===== src/sv/laubb_pkg.sv =====
package laubb_pkg;

  // Angle units are 1/16 degree, so one full turn is 360 degrees
  localparam int unsigned FULL_TURN = 5760;
  localparam int unsigned TURN_BITS = 8;

  localparam int unsigned ANGLE_W  = 13;
  localparam int unsigned WINDOW_W = 12;
  localparam int unsigned SPEED_W  = 16;
  localparam int unsigned DUTY_W   = 17;
  localparam int unsigned TOTAL_W  = 21;
  localparam int unsigned DATA_W   = 32;
  localparam int unsigned ADDR_W   = 5;

  // Ten degrees past the load point sends the idle rule back
  localparam int unsigned TEN_DEG   = FULL_TURN / 36;
  localparam int unsigned SPEED_MAX = 32768;

  localparam logic signed [TURN_BITS-1:0] TURN_MAX = {1'b0, {(TURN_BITS-1){1'b1}}};
  localparam logic signed [TURN_BITS-1:0] TURN_MIN = {1'b1, {(TURN_BITS-1){1'b0}}};

  typedef logic [ANGLE_W-1:0] angle_t;

  // Register index (byte address divided by four)
  typedef enum logic [2:0] {
    REG_UNLOAD_POINT  = 3'd0,
    REG_MIDDLE_POINT  = 3'd1,
    REG_LOAD_POINT    = 3'd2,
    REG_TRIGGER_POINT = 3'd3,
    REG_WRAP_WINDOW   = 3'd4,
    REG_ZERO_OFFSET   = 3'd5,
    REG_TOP_SPEED     = 3'd6
  } reg_idx_t;

  typedef struct packed {
    angle_t                unload_point;
    angle_t                middle_point;
    angle_t                load_point;
    angle_t                trigger_point;
    logic [WINDOW_W-1:0]   wrap_window;
    angle_t                zero_offset;
    logic [SPEED_W-1:0]    top_speed;
  } cfg_t;

  // Mode requests of one item
  typedef struct packed {
    logic enabled;
    logic fire_req;
    logic load_req;
    logic trigger_req;
    logic purge_req;
  } req_t;

endpackage


===== src/sv/laubb_cfg.sv =====
module laubb_cfg (
  input  logic                          clk,
  input  logic                          rst,
  input  logic                          psel,
  input  logic                          penable,
  input  logic                          pwrite,
  input  logic [laubb_pkg::ADDR_W-1:0]  paddr,
  input  logic [laubb_pkg::DATA_W-1:0]  pwdata,
  output logic [laubb_pkg::DATA_W-1:0]  prdata,
  output logic                          pready,
  output laubb_pkg::cfg_t               cfg
);

  laubb_pkg::reg_idx_t idx;
  logic                wr_en;

  assign idx    = laubb_pkg::reg_idx_t'(paddr[laubb_pkg::ADDR_W-1:2]);
  assign pready = 1'b1;
  assign wr_en  = psel && penable && pwrite && pready;

  // Write the addressed register on the access cycle
  always_ff @(posedge clk) begin
    if (rst) begin
      cfg.unload_point  <= laubb_pkg::ANGLE_W'(80);
      cfg.middle_point  <= laubb_pkg::ANGLE_W'(2880);
      cfg.load_point    <= laubb_pkg::ANGLE_W'(5600);
      cfg.trigger_point <= laubb_pkg::ANGLE_W'(5760);
      cfg.wrap_window   <= laubb_pkg::WINDOW_W'(320);
      cfg.zero_offset   <= '0;
      cfg.top_speed     <= laubb_pkg::SPEED_W'(laubb_pkg::SPEED_MAX);
    end else if (wr_en) begin
      unique case (idx)
        laubb_pkg::REG_UNLOAD_POINT:  cfg.unload_point  <= pwdata[laubb_pkg::ANGLE_W-1:0];
        laubb_pkg::REG_MIDDLE_POINT:  cfg.middle_point  <= pwdata[laubb_pkg::ANGLE_W-1:0];
        laubb_pkg::REG_LOAD_POINT:    cfg.load_point    <= pwdata[laubb_pkg::ANGLE_W-1:0];
        laubb_pkg::REG_TRIGGER_POINT: cfg.trigger_point <= pwdata[laubb_pkg::ANGLE_W-1:0];
        laubb_pkg::REG_WRAP_WINDOW:   cfg.wrap_window   <= pwdata[laubb_pkg::WINDOW_W-1:0];
        laubb_pkg::REG_ZERO_OFFSET:   cfg.zero_offset   <= pwdata[laubb_pkg::ANGLE_W-1:0];
        laubb_pkg::REG_TOP_SPEED:     cfg.top_speed     <= pwdata[laubb_pkg::SPEED_W-1:0];
        default: ;
      endcase
    end
  end

  // Read back the addressed register
  always_comb begin
    prdata = '0;
    unique case (idx)
      laubb_pkg::REG_UNLOAD_POINT:  prdata = laubb_pkg::DATA_W'(cfg.unload_point);
      laubb_pkg::REG_MIDDLE_POINT:  prdata = laubb_pkg::DATA_W'(cfg.middle_point);
      laubb_pkg::REG_LOAD_POINT:    prdata = laubb_pkg::DATA_W'(cfg.load_point);
      laubb_pkg::REG_TRIGGER_POINT: prdata = laubb_pkg::DATA_W'(cfg.trigger_point);
      laubb_pkg::REG_WRAP_WINDOW:   prdata = laubb_pkg::DATA_W'(cfg.wrap_window);
      laubb_pkg::REG_ZERO_OFFSET:   prdata = laubb_pkg::DATA_W'(cfg.zero_offset);
      laubb_pkg::REG_TOP_SPEED:     prdata = laubb_pkg::DATA_W'(cfg.top_speed);
      default:                      prdata = '0;
    endcase
  end

endmodule


===== src/sv/laubb_unwrap.sv =====
module laubb_unwrap (
  input  logic                                  clk,
  input  logic                                  rst,
  input  logic                                  advance,
  input  laubb_pkg::angle_t                     sensor_angle,
  input  laubb_pkg::cfg_t                       cfg,
  output laubb_pkg::angle_t                     cur_angle,
  output logic signed [laubb_pkg::TURN_BITS-1:0] turns_next,
  output logic signed [laubb_pkg::TOTAL_W-1:0]  total_next
);

  localparam int unsigned DIFF_W = laubb_pkg::ANGLE_W + 3;

  laubb_pkg::angle_t                      prev_angle;
  logic signed [laubb_pkg::TURN_BITS-1:0] turns;
  logic                                   primed;

  logic signed [DIFF_W-1:0]            diff0, diff1, diff2;
  laubb_pkg::angle_t                   window;
  laubb_pkg::angle_t                   high_edge;
  logic                                cross_up, cross_down;
  logic signed [laubb_pkg::TOTAL_W-1:0] turn_ext, turn_span;

  // Invert, take off the zero offset, then fold back into one turn
  always_comb begin
    diff0 = $signed(DIFF_W'(laubb_pkg::FULL_TURN)) - $signed(DIFF_W'(sensor_angle))
            - $signed(DIFF_W'(cfg.zero_offset));
    diff1 = diff0[DIFF_W-1] ? diff0 + $signed(DIFF_W'(laubb_pkg::FULL_TURN)) : diff0;
    diff2 = diff1[DIFF_W-1] ? diff1 + $signed(DIFF_W'(laubb_pkg::FULL_TURN)) : diff1;
  end

  assign cur_angle = diff2[laubb_pkg::ANGLE_W-1:0];

  // Detect a jump across the wrap point
  assign window     = laubb_pkg::ANGLE_W'(cfg.wrap_window);
  assign high_edge  = laubb_pkg::ANGLE_W'(laubb_pkg::FULL_TURN) - window;
  assign cross_up   = primed && (cur_angle < window) && (prev_angle > high_edge);
  assign cross_down = primed && !cross_up && (cur_angle > high_edge) && (prev_angle < window);

  // Saturating turn count
  always_comb begin
    turns_next = turns;
    if (cross_up && (turns != laubb_pkg::TURN_MAX)) begin
      turns_next = turns + 1'b1;
    end else if (cross_down && (turns != laubb_pkg::TURN_MIN)) begin
      turns_next = turns - 1'b1;
    end
  end

  assign turn_ext   = laubb_pkg::TOTAL_W'(turns_next);
  assign turn_span  = turn_ext * $signed(laubb_pkg::TOTAL_W'(laubb_pkg::FULL_TURN));
  assign total_next = turn_span + $signed(laubb_pkg::TOTAL_W'(cur_angle));

  // Advance tracking state once per transfer into the result register
  always_ff @(posedge clk) begin
    if (rst) begin
      prev_angle <= '0;
      turns      <= '0;
      primed     <= 1'b0;
    end else if (advance) begin
      prev_angle <= cur_angle;
      turns      <= turns_next;
      primed     <= 1'b1;
    end
  end

endmodule


===== src/sv/laubb_drive.sv =====
module laubb_drive (
  input  logic                                 clk,
  input  logic                                 rst,
  input  logic                                 advance,
  input  laubb_pkg::req_t                      req,
  input  laubb_pkg::angle_t                    cur_angle,
  input  laubb_pkg::cfg_t                      cfg,
  output logic signed [laubb_pkg::DUTY_W-1:0]  duty_next,
  output logic                                 done_next,
  output logic                                 safety_next
);

  logic                                done_reg;
  logic signed [laubb_pkg::DUTY_W-1:0] speed_pos, speed_neg;
  logic [laubb_pkg::ANGLE_W:0]         back_point;

  // Clamp the speed to full scale
  assign speed_pos = (cfg.top_speed > laubb_pkg::SPEED_W'(laubb_pkg::SPEED_MAX))
                     ? $signed(laubb_pkg::DUTY_W'(laubb_pkg::SPEED_MAX))
                     : $signed(laubb_pkg::DUTY_W'(cfg.top_speed));
  assign speed_neg  = -speed_pos;
  assign back_point = (laubb_pkg::ANGLE_W+1)'(cfg.load_point)
                      + (laubb_pkg::ANGLE_W+1)'(laubb_pkg::TEN_DEG);

  // Pick the duty by mode priority
  always_comb begin
    duty_next = '0;
    if (req.enabled) begin
      if (req.fire_req) begin
        duty_next = speed_pos;
      end else if (req.load_req) begin
        duty_next = (cur_angle < cfg.load_point) ? speed_pos : '0;
      end else if (req.trigger_req) begin
        duty_next = (cur_angle < cfg.trigger_point) ? speed_pos : '0;
      end else if (req.purge_req) begin
        duty_next = (cur_angle > cfg.unload_point) ? speed_neg : '0;
      end else if ((cur_angle != '0) && (cur_angle < cfg.middle_point)) begin
        duty_next = speed_pos;
      end else if ((laubb_pkg::ANGLE_W+1)'(cur_angle) > back_point) begin
        duty_next = speed_neg;
      end
    end
  end

  // Hold done while disabled; while enabled, fire clears it
  assign done_next   = req.enabled ? ((duty_next == '0) && !req.fire_req) : done_reg;
  assign safety_next = req.enabled;

  always_ff @(posedge clk) begin
    if (rst) begin
      done_reg <= 1'b0;
    end else if (advance) begin
      done_reg <= done_next;
    end
  end

endmodule


===== src/sv/loader_angle_unwrap_bang_bang_core.sv =====
// Channel  Direction  Handshake           Payload
// in       input      in_valid/in_stall   sensor_angle, enabled, fire_req, load_req,
//                                         trigger_req, purge_req
// out      output     out_valid/out_stall motor_duty, done_flag, safety_on,
//                                         wrapped_angle, turn_count, total_angle
// cfg      input      APB psel/penable    paddr, pwdata, prdata, pready
//
// One item per cycle sustained while out_stall stays low; a result passes from its transfer in
// through the input register, then the result register with the unwrap and duty logic between.
// Reset (rst, synchronous) clears the turn count, last angle, done flag and the
// registers to their defaults; the first item after reset only primes the last angle.
// A stalled result holds; one more item waits in the input register, then in_stall rises.
module loader_angle_unwrap_bang_bang_core (
  input  logic                                  clk,
  input  logic                                  rst,
  input  logic                                  in_valid,
  output logic                                  in_stall,
  input  laubb_pkg::angle_t                     sensor_angle,
  input  logic                                  enabled,
  input  logic                                  fire_req,
  input  logic                                  load_req,
  input  logic                                  trigger_req,
  input  logic                                  purge_req,
  output logic                                  out_valid,
  input  logic                                  out_stall,
  output logic signed [laubb_pkg::DUTY_W-1:0]   motor_duty,
  output logic                                  done_flag,
  output logic                                  safety_on,
  output laubb_pkg::angle_t                     wrapped_angle,
  output logic signed [laubb_pkg::TURN_BITS-1:0] turn_count,
  output logic signed [laubb_pkg::TOTAL_W-1:0]  total_angle,
  input  logic                                  psel,
  input  logic                                  penable,
  input  logic                                  pwrite,
  input  logic [laubb_pkg::ADDR_W-1:0]          paddr,
  input  logic [laubb_pkg::DATA_W-1:0]          pwdata,
  output logic [laubb_pkg::DATA_W-1:0]          prdata,
  output logic                                  pready
);

  laubb_pkg::cfg_t   cfg;
  logic              s1_valid;
  laubb_pkg::angle_t s1_angle;
  laubb_pkg::req_t   s1_req;
  logic              accept;
  logic              advance;

  laubb_pkg::angle_t                      cur_angle;
  logic signed [laubb_pkg::TURN_BITS-1:0] turns_next;
  logic signed [laubb_pkg::TOTAL_W-1:0]   total_next;
  logic signed [laubb_pkg::DUTY_W-1:0]    duty_next;
  logic                                   done_next;
  logic                                   safety_next;

  laubb_cfg u_cfg (
    .clk     (clk),
    .rst     (rst),
    .psel    (psel),
    .penable (penable),
    .pwrite  (pwrite),
    .paddr   (paddr),
    .pwdata  (pwdata),
    .prdata  (prdata),
    .pready  (pready),
    .cfg     (cfg)
  );

  // Move the input register forward whenever the result register is free or draining
  assign advance  = s1_valid && (!out_valid || !out_stall);
  assign in_stall = s1_valid && out_valid && out_stall;
  assign accept   = in_valid && !in_stall;

  always_ff @(posedge clk) begin
    if (rst) begin
      s1_valid <= 1'b0;
    end else if (accept) begin
      s1_valid <= 1'b1;
    end else if (advance) begin
      s1_valid <= 1'b0;
    end
  end

  // Capture the item on transfer
  always_ff @(posedge clk) begin
    if (accept) begin
      s1_angle           <= sensor_angle;
      s1_req.enabled     <= enabled;
      s1_req.fire_req    <= fire_req;
      s1_req.load_req    <= load_req;
      s1_req.trigger_req <= trigger_req;
      s1_req.purge_req   <= purge_req;
    end
  end

  laubb_unwrap u_unwrap (
    .clk          (clk),
    .rst          (rst),
    .advance      (advance),
    .sensor_angle (s1_angle),
    .cfg          (cfg),
    .cur_angle    (cur_angle),
    .turns_next   (turns_next),
    .total_next   (total_next)
  );

  laubb_drive u_drive (
    .clk         (clk),
    .rst         (rst),
    .advance     (advance),
    .req         (s1_req),
    .cur_angle   (cur_angle),
    .cfg         (cfg),
    .duty_next   (duty_next),
    .done_next   (done_next),
    .safety_next (safety_next)
  );

  // Result register: fill on advance, drop once taken
  always_ff @(posedge clk) begin
    if (rst) begin
      out_valid <= 1'b0;
    end else if (advance) begin
      out_valid <= 1'b1;
    end else if (!out_stall) begin
      out_valid <= 1'b0;
    end
  end

  always_ff @(posedge clk) begin
    if (advance) begin
      motor_duty    <= duty_next;
      done_flag     <= done_next;
      safety_on     <= safety_next;
      wrapped_angle <= cur_angle;
      turn_count    <= turns_next;
      total_angle   <= total_next;
    end
  end

endmodule

===== config.mk =====
export PLATFORM = sky130hd
export DESIGN_NAME = loader_angle_unwrap_bang_bang_core
export DESIGN_NICKNAME = d
export VERILOG_FILES = /design/src/sv/laubb_pkg.sv /design/src/sv/laubb_cfg.sv /design/src/sv/laubb_unwrap.sv /design/src/sv/laubb_drive.sv /design/src/sv/loader_angle_unwrap_bang_bang_core.sv
export SDC_FILE = /design/constraint.sdc
export NUM_CORES = 1
export LEC_CHECK = 0
export BUFFER_PORTS_ARGS = -buffer_cell sky130_fd_sc_hd__buf_2
export CAP_MARGIN = 30
export CORE_UTILIZATION = 45
export DETAILED_ROUTE_END_ITERATION = 10
export PLACE_DENSITY_LB_ADDON = 0.25
export SETUP_SLACK_MARGIN = 0.3
export SYNTH_ARGS = -nofsm -noshare
export SYNTH_HDL_FRONTEND = slang
export SYNTH_HIERARCHICAL = 1
export SYNTH_SLANG_ARGS = --single-unit
export TNS_END_PERCENT = 1

===== constraint.sdc =====
create_clock -name clk -period 9.7 [get_ports clk]
set_input_delay 0.485 -clock clk [delete_from_list [all_inputs] [get_ports clk]]
set_output_delay 0.485 -clock clk [all_outputs]
set_load 0.05 [all_outputs]

Yosys cells after proc, flatten, opt, wreduce, memory -nomap -nowiden
Index checks and enable logic that the tools add are counted.
{"block": "word_totals", "regBits": 197, "input_bits": 62, "out_inout_bits": 96, "elab_cells": 108}
{"block": "classes", "n_addsub": 10, "n_mul": 1, "magnitude_cmp": 10, "n_eq_ne": 9, "mux": 21, "n_reduce_logical": 32}
{"op": "$mux 17", "count": 10}
{"op": "$pmux 16 s7", "count": 1}
{"op": "$gt 13x13->1", "count": 3}
{"op": "$lt 13x13->1", "count": 3}
{"op": "$mux 16", "count": 2}
{"op": "$lt 13x12->1", "count": 2}
{"op": "$add 21x14->21", "count": 1}
{"op": "$logic_not 17->1", "count": 1}
{"op": "$neg 17->17", "count": 1}
{"op": "$add 16x14->16 const B", "count": 1}
{"op": "$gt 16x16->1 const B", "count": 1}
{"op": "$mux 8", "count": 2}
{"op": "$ne 8x8->1 const B", "count": 2}
{"op": "$sub 16x14->16", "count": 1}
{"op": "$logic_and 1x1->1", "count": 15}
{"op": "$add 13x8->14 const B", "count": 1}
{"op": "$gt 13x14->1", "count": 1}
{"op": "$mul 8x7->14 const B", "count": 1}
{"op": "$reduce_and 2->1", "count": 7}
{"op": "$sub 13x13->14 const A", "count": 1}
{"op": "$add 13x13->13 const B", "count": 1}
{"op": "$mux 13", "count": 1}
{"op": "$reduce_bool 13->1", "count": 1}
{"op": "$sub 13x12->13 const A", "count": 1}
{"op": "other kinds (11)", "count": 22}

Longest topological paths before layout
{"block": "depth", "ltp_word": 18, "depth_mapped": 54, "mapped_depth_nobuf": 51}

By module
Netlist, hierarchy kept.
{"mod": "laubb_unwrap", "n_inst": 1, "cells_each": 656, "area_per_inst_um2": 5265.0}
{"mod": "laubb_cfg", "n_inst": 1, "cells_each": 489, "area_per_inst_um2": 4569.4}
{"mod": "laubb_drive", "n_inst": 1, "cells_each": 454, "area_per_inst_um2": 3042.9}
{"mod": "loader_angle_unwrap_bang_bang_core", "n_inst": 1, "cells_each": 89, "area_per_inst_um2": 2458.6}

Worst setup path after synthesis
Ideal clock, no wire load.
{"block": "synth_timing", "path_kind": "register -> register", "startpoint": "reg s1_angle[2]", "endpoint": "reg total_angle[20] (netlist bit) (data pin)", "setup_ns": 0.265, "t_arrival_ns": 10.121, "required_ns": 9.435, "path_slack_ns": -0.686, "path_stages_with_launch": 51, "synth_period_minus_slack_ns": 10.386, "path_cell_list": "edfxtp_1 -> nor4_1 -> nand2_1 -> xor2_1 -> ha_1 -> buf_6 -> a211o_1 -> or2_4 -> o21ai_4 -> xor2_4 -> inv_4 -> ha_1 -> inv_1 -> o211ai_2 -> a21o_1 -> and2_1 -> buf_2 -> or3_1 -> (+15 left out) -> ha_1 -> ha_1 -> inv_1 -> fa_1 -> fa_1 -> inv_1 -> ha_1 -> inv_1 -> o21bai_1 -> a21o_1 -> a21oi_1 -> o21bai_1 -> a21o_1 -> xnor2_1 -> nor2_1 -> or3_1 -> a31oi_1 -> a211oi_2"}
{"block": "synth_between", "elab_chain_len": 18, "word_cells_on_any_way": 20, "classes_between": "5 x add/sub; 1 x mul; 2 x order compare; 4 x mux; 8 x reduce/logical"}
{"item": "start, declared", "line": "loader_angle_unwrap_bang_bang_core.sv:43", "source": "laubb_pkg::angle_t s1_angle;"}
{"item": "start signal, assigned", "line": "loader_angle_unwrap_bang_bang_core.sv:86", "source": "s1_angle <= sensor_angle;"}
{"item": "$sub 13x13->14 *", "line": "laubb_unwrap.sv:26", "source": "diff0 = $signed(DIFF_W'(laubb_pkg::FULL_TURN)) - $signed(DIFF_W'(sensor_angle))"}
{"item": "$sub 16x14->16 *", "line": "laubb_unwrap.sv:27", "source": "- $signed(DIFF_W'(cfg.zero_offset));"}
{"item": "$add 16x14->16", "line": "laubb_unwrap.sv:28", "source": "diff1 = diff0[DIFF_W-1] ? diff0 + $signed(DIFF_W'(laubb_pkg::FULL_TURN)) : diff0;"}
{"item": "$mux 16 *", "line": "laubb_unwrap.sv:28"}
{"item": "$add 13x13->13", "line": "laubb_unwrap.sv:29", "source": "diff2 = diff1[DIFF_W-1] ? diff1 + $signed(DIFF_W'(laubb_pkg::FULL_TURN)) : diff1;"}
{"item": "$mux 13 *", "line": "laubb_unwrap.sv:29"}
{"item": "net cur_angle[9]", "line": "loader_angle_unwrap_bang_bang_core.sv:48", "source": "laubb_pkg::angle_t cur_angle;"}
{"item": "$lt 13x12->1", "line": "laubb_unwrap.sv:37", "source": "assign cross_up = primed && (cur_angle < window) && (prev_angle > high_edge);"}
{"item": "(+3 left out)"}
{"item": "$logic_and 1x1->1 (3 in series)", "line": "laubb_unwrap.sv:38", "source": "assign cross_down = primed && !cross_up && (cur_angle > high_edge) && (prev_angle < window);"}
{"item": "$logic_and 1x1->1", "line": "laubb_unwrap.sv:45", "source": "end else if (cross_down && (turns != laubb_pkg::TURN_MIN)) begin"}
{"item": "$mux 8", "line": "laubb_unwrap.sv:45"}
{"item": "$mux 8 *", "line": "laubb_unwrap.sv:43", "source": "if (cross_up && (turns != laubb_pkg::TURN_MAX)) begin"}
{"item": "net turns_next (one bit)", "line": "loader_angle_unwrap_bang_bang_core.sv:49", "source": "logic signed [laubb_pkg::TURN_BITS-1:0] turns_next;"}
{"item": "$mul 8x7->14 *", "line": "laubb_unwrap.sv:51", "source": "assign turn_span = turn_ext * $signed(laubb_pkg::TOTAL_W'(laubb_pkg::FULL_TURN));"}
{"item": "$add 21x14->21 *", "line": "laubb_unwrap.sv:52", "source": "assign total_next = turn_span + $signed(laubb_pkg::TOTAL_W'(cur_angle));"}
{"item": "net total_next (one bit)", "line": "loader_angle_unwrap_bang_bang_core.sv:50", "source": "logic signed [laubb_pkg::TOTAL_W-1:0] total_next;"}
{"item": "end signal, assigned", "line": "loader_angle_unwrap_bang_bang_core.sv:136", "source": "total_angle <= total_next;"}
{"item": "end, declared", "line": "loader_angle_unwrap_bang_bang_core.sv:31", "source": "output logic signed [laubb_pkg::TOTAL_W-1:0] total_angle,"}
The timed path passes the listed nets; every way through them passes the cells marked *.
A chain may end at the register's enable or synchronous reset.

Worst setup path after layout
{"block": "layout_timing", "startpoint": "reg s1_angle[4]", "endpoint": "reg total_angle[20] (netlist bit) (data pin)"}
The elaborated chain is that of the path after synthesis.

==> results list <==
- The run finished with clean final reports.
- For the pin with the worst max-slew slack, the measured transition is 1.02 ns.
- Number of I/O pins: 158
- In the final routing, the length of wire on met1 measures 20500 um.
- Setup WS pre-CTS: -0.126 ns
* Clk_lat worst skew: 0.46 ns
* Reg-to-reg setup timing slack: 0.22 ns
- Detail Route Antenna Nets: 0
- Antenna violations before repair: 0
- The HPWL after detailed placement is 33200 um.
- Counting flops with a built-in enable in the synthesized netlist gives 79.
- Power per Cell Area: 184 nW/um^2
- The first global-routing pass estimated 69500 um of wire.
- Root buf cell: clkbuf_16
* Maximum number of buffers from clock root to sink: 2
* Finish-stage setup viols: 0
- For this design, the slowest cell found on the critical path is or4_4.
- Signal routing reaches up to met4.
- The count of buffers added on input and output ports is 122.
- Final design utilization: 0.530
- The via count of the first global-routing pass is 12700.
* Number of hold buffers added after CTS: 0
- Clock-pin slew on the worst setup and hold paths: 0.07 ns
* Layout cell share with drive strength beyond 1: 0.204
* Area of the die: 34800 um^2
* Std cell rows: 67
- Overflow after GRT: 0
* Setup TNS: 0 ns
- After synthesis, the cell types taking the most area are edfxtp_1 (15%), dfxtp_1 (15%), ha_1 (13%).
* CTS tree: yes
- Excluding fillers, the count of instances in the completed layout stands at 2296.
* Post-synth design cell area: 15300 um^2
- Clock buffer count from CTS: 17
- Number of distinct library cell variants in the gate-level netlist after synthesis: 114
- Of all cell types, the one taking the most synthesized area is edfxtp_1.
- The routed layout has 13200 vias.
* Die boundary width: 187 um
* Fraction of synthesis flops using an asynchronous set or reset pin: 0
- The register with the most flip-flops in the layout has 93 of them.
- After detailed routing, the number of vias per cell comes to 5.74.
- Of the post-synthesis cell area, the dominant cell type holds 0.155.
* Maximum single-stage delay on the critical path: 0.54 ns
- Classification of the worst-slack hold path: input pin to register
* Mean instance size in the synthesized netlist: 9.09 um^2
- Post-layout nets: 2072
- The core region is 33500 um^2.
* RSZ-0062 raised after global routing: true
- Wire segments on met2 add up to 19700 um in the final route.
- The area growth from synthesis to layout is 15.9%.
- Hold violation total from the final report: 0
- Highest attainable clock frequency: 105 MHz
- Initial Utilization: 0.457
- Largest registers: u_cfg/cfg: 93 flops, total_angle: 21 flops, motor_duty: 17 flops
- Clock skew on the completed layout was measured at 0.0204 ns.
- In the final routed layout, each cell accounts on average for 19.3 um.
* Worst setup slack after layout: 0.219 ns
- Share of the cycle needed by the critical path after routing: 0.977
- Max-Cap Viols: 0
- Worst hold slack across all endpoints: 0.208 ns
* Total wire length: 44400 um
- For this run, the number of Yosys warnings is 6.
- The count of final max-slew check failures was 0.
- Largest net degree at the start of global routing: 92
- Cell repeated most along the worst path: ha_4
* Predominant post-synthesis flop cell: dfxtp_1
- After the first detailed-routing iteration, the DRC count stood at 1084.
- The die is 187 um tall.
- Type of the setup path with the least slack: register to register
* Worst EP required: 9.98 ns
* GRT Resource Usage Total: 0.254
- Weighted congestion at the end of routability-driven global placement: 0.949
- Max-slew headroom at the worst pin: 0.321
- Crit path DAT: 9.77 ns
- CTS H-Tree Depth: 4
- The worst path needs 9.48 ns of the cycle, external delays included.
- STA classifies the critical path endpoint as a register.
* TritonRoute pass-1 iters: 6
* Synth cell count leaders: ha_1 (161), inv_1 (156), dfxtp_1 (118), nor2_1 (114), a21oi_1 (104)
- Largest voltage drop on the vdd net: 0.000140 V
* Post-synthesis sequential element count: 197
- After detailed routing, the number of remaining DRC violations is 0.
- Portion of the post-synthesis area used by sequential elements: 0.309
- Maximum fanout encountered on the critical timing path: 7
* Number of sinks driven by the clock tree: 197
- Ranked by flip-flop count, first place goes to u_cfg/cfg.
- # diodes: 0
- The cell count after synthesis came out at 1688.
- For this design the static power due to leakage is 7.66 nW.
- After detailed routing, the met3 layer carries 2970 um of wire.
- Startpoint types: register
- After detailed placement, the design holds a cell count of 2242.
- Most common cell in the netlist: ha_1
-- stage by stage --
step	power, mW	area [um^2]
after floorplan	2.02	15500
after global placement	2.37	16600
after detailed placement	2.41	16600
after CTS	3.21	17500
after global routing	3.47	17800
final	3.28	17800
-- cell usage in the layout, fill, tap and decap left out, drive strengths merged, types with 57 or more instances in the layout --
cell type,n
mux2i,79
nand2,85
nand3,57
a21oi,105
o21ai,78
edfxtp,79
inv,163
nor2,117
ha,161
nand2b,65
buf,206
dfxtp,118
-- per-layer routing --
metal,global-route usage,vias up
li1,-,6374
met1,0.341,6259
met2,0.395,463
met3,0.0591,81
met4,0.0980,0
met5,0,-
-- area by class of cell --
class,instances,area (um^2)
inverter,157,597
fill,3110,15800
clock buffer,19,464
multi-input combinational,1256,9990
sequential,197,4730
timing repair buffer,206,1270
clock inverter,13,160
tap,448,561
-- final timing paths --
check	start	end	cells after the start
min	sensor_angle[12]	s1_angle[12]	1
min reg2reg	u_unwrap/prev_angle[0]	u_unwrap/prev_angle[0]	2
max	s1_angle[4]	total_angle[20]	52
max reg2reg	s1_angle[4]	total_angle[20]	52
-- power by group --
part	internal [mW]	switching, mW
registers	0.936	0.0311
clock network	0.411	0.337
logic	0.603	0.961
-- critical path, delay by kind of cell (launching register included) --
| family | cells | cell delay (ns) |
|---|---|---|
| AOI/OAI and AO/OA | 14 | 2.08 |
| xor gates and xnor gates | 5 | 0.77 |
| adders and majority gates | 8 | 2.50 |
| buffers and inverters | 9 | 0.76 |
| DFF | 1 | 0.44 |
| and+or+nand+nor | 16 | 2.76 |
-- cell families (layout without fill, tap and decap cells) --
family	after synthesis	after routing	synth area share
adders and majority gates	175	175	0.150
AOI/OAI and AO/OA	409	409	0.188
xor gates and xnor gates	76	76	0.0446
other	2	17	0.000490
DFF	197	197	0.309
buffers and inverters	250	395	0.0743
and+or+nand+nor	483	483	0.170
muxes	96	96	0.0648
-- what timing repair did --
item                                    CTS  global route
resized for setup                        26            42
pin swaps                                35            35
cloned                                    0             0
endpoints found under the setup margin    3             6
buffers inserted                         19             3
Note: power is estimated with default switching activity, not from simulation.
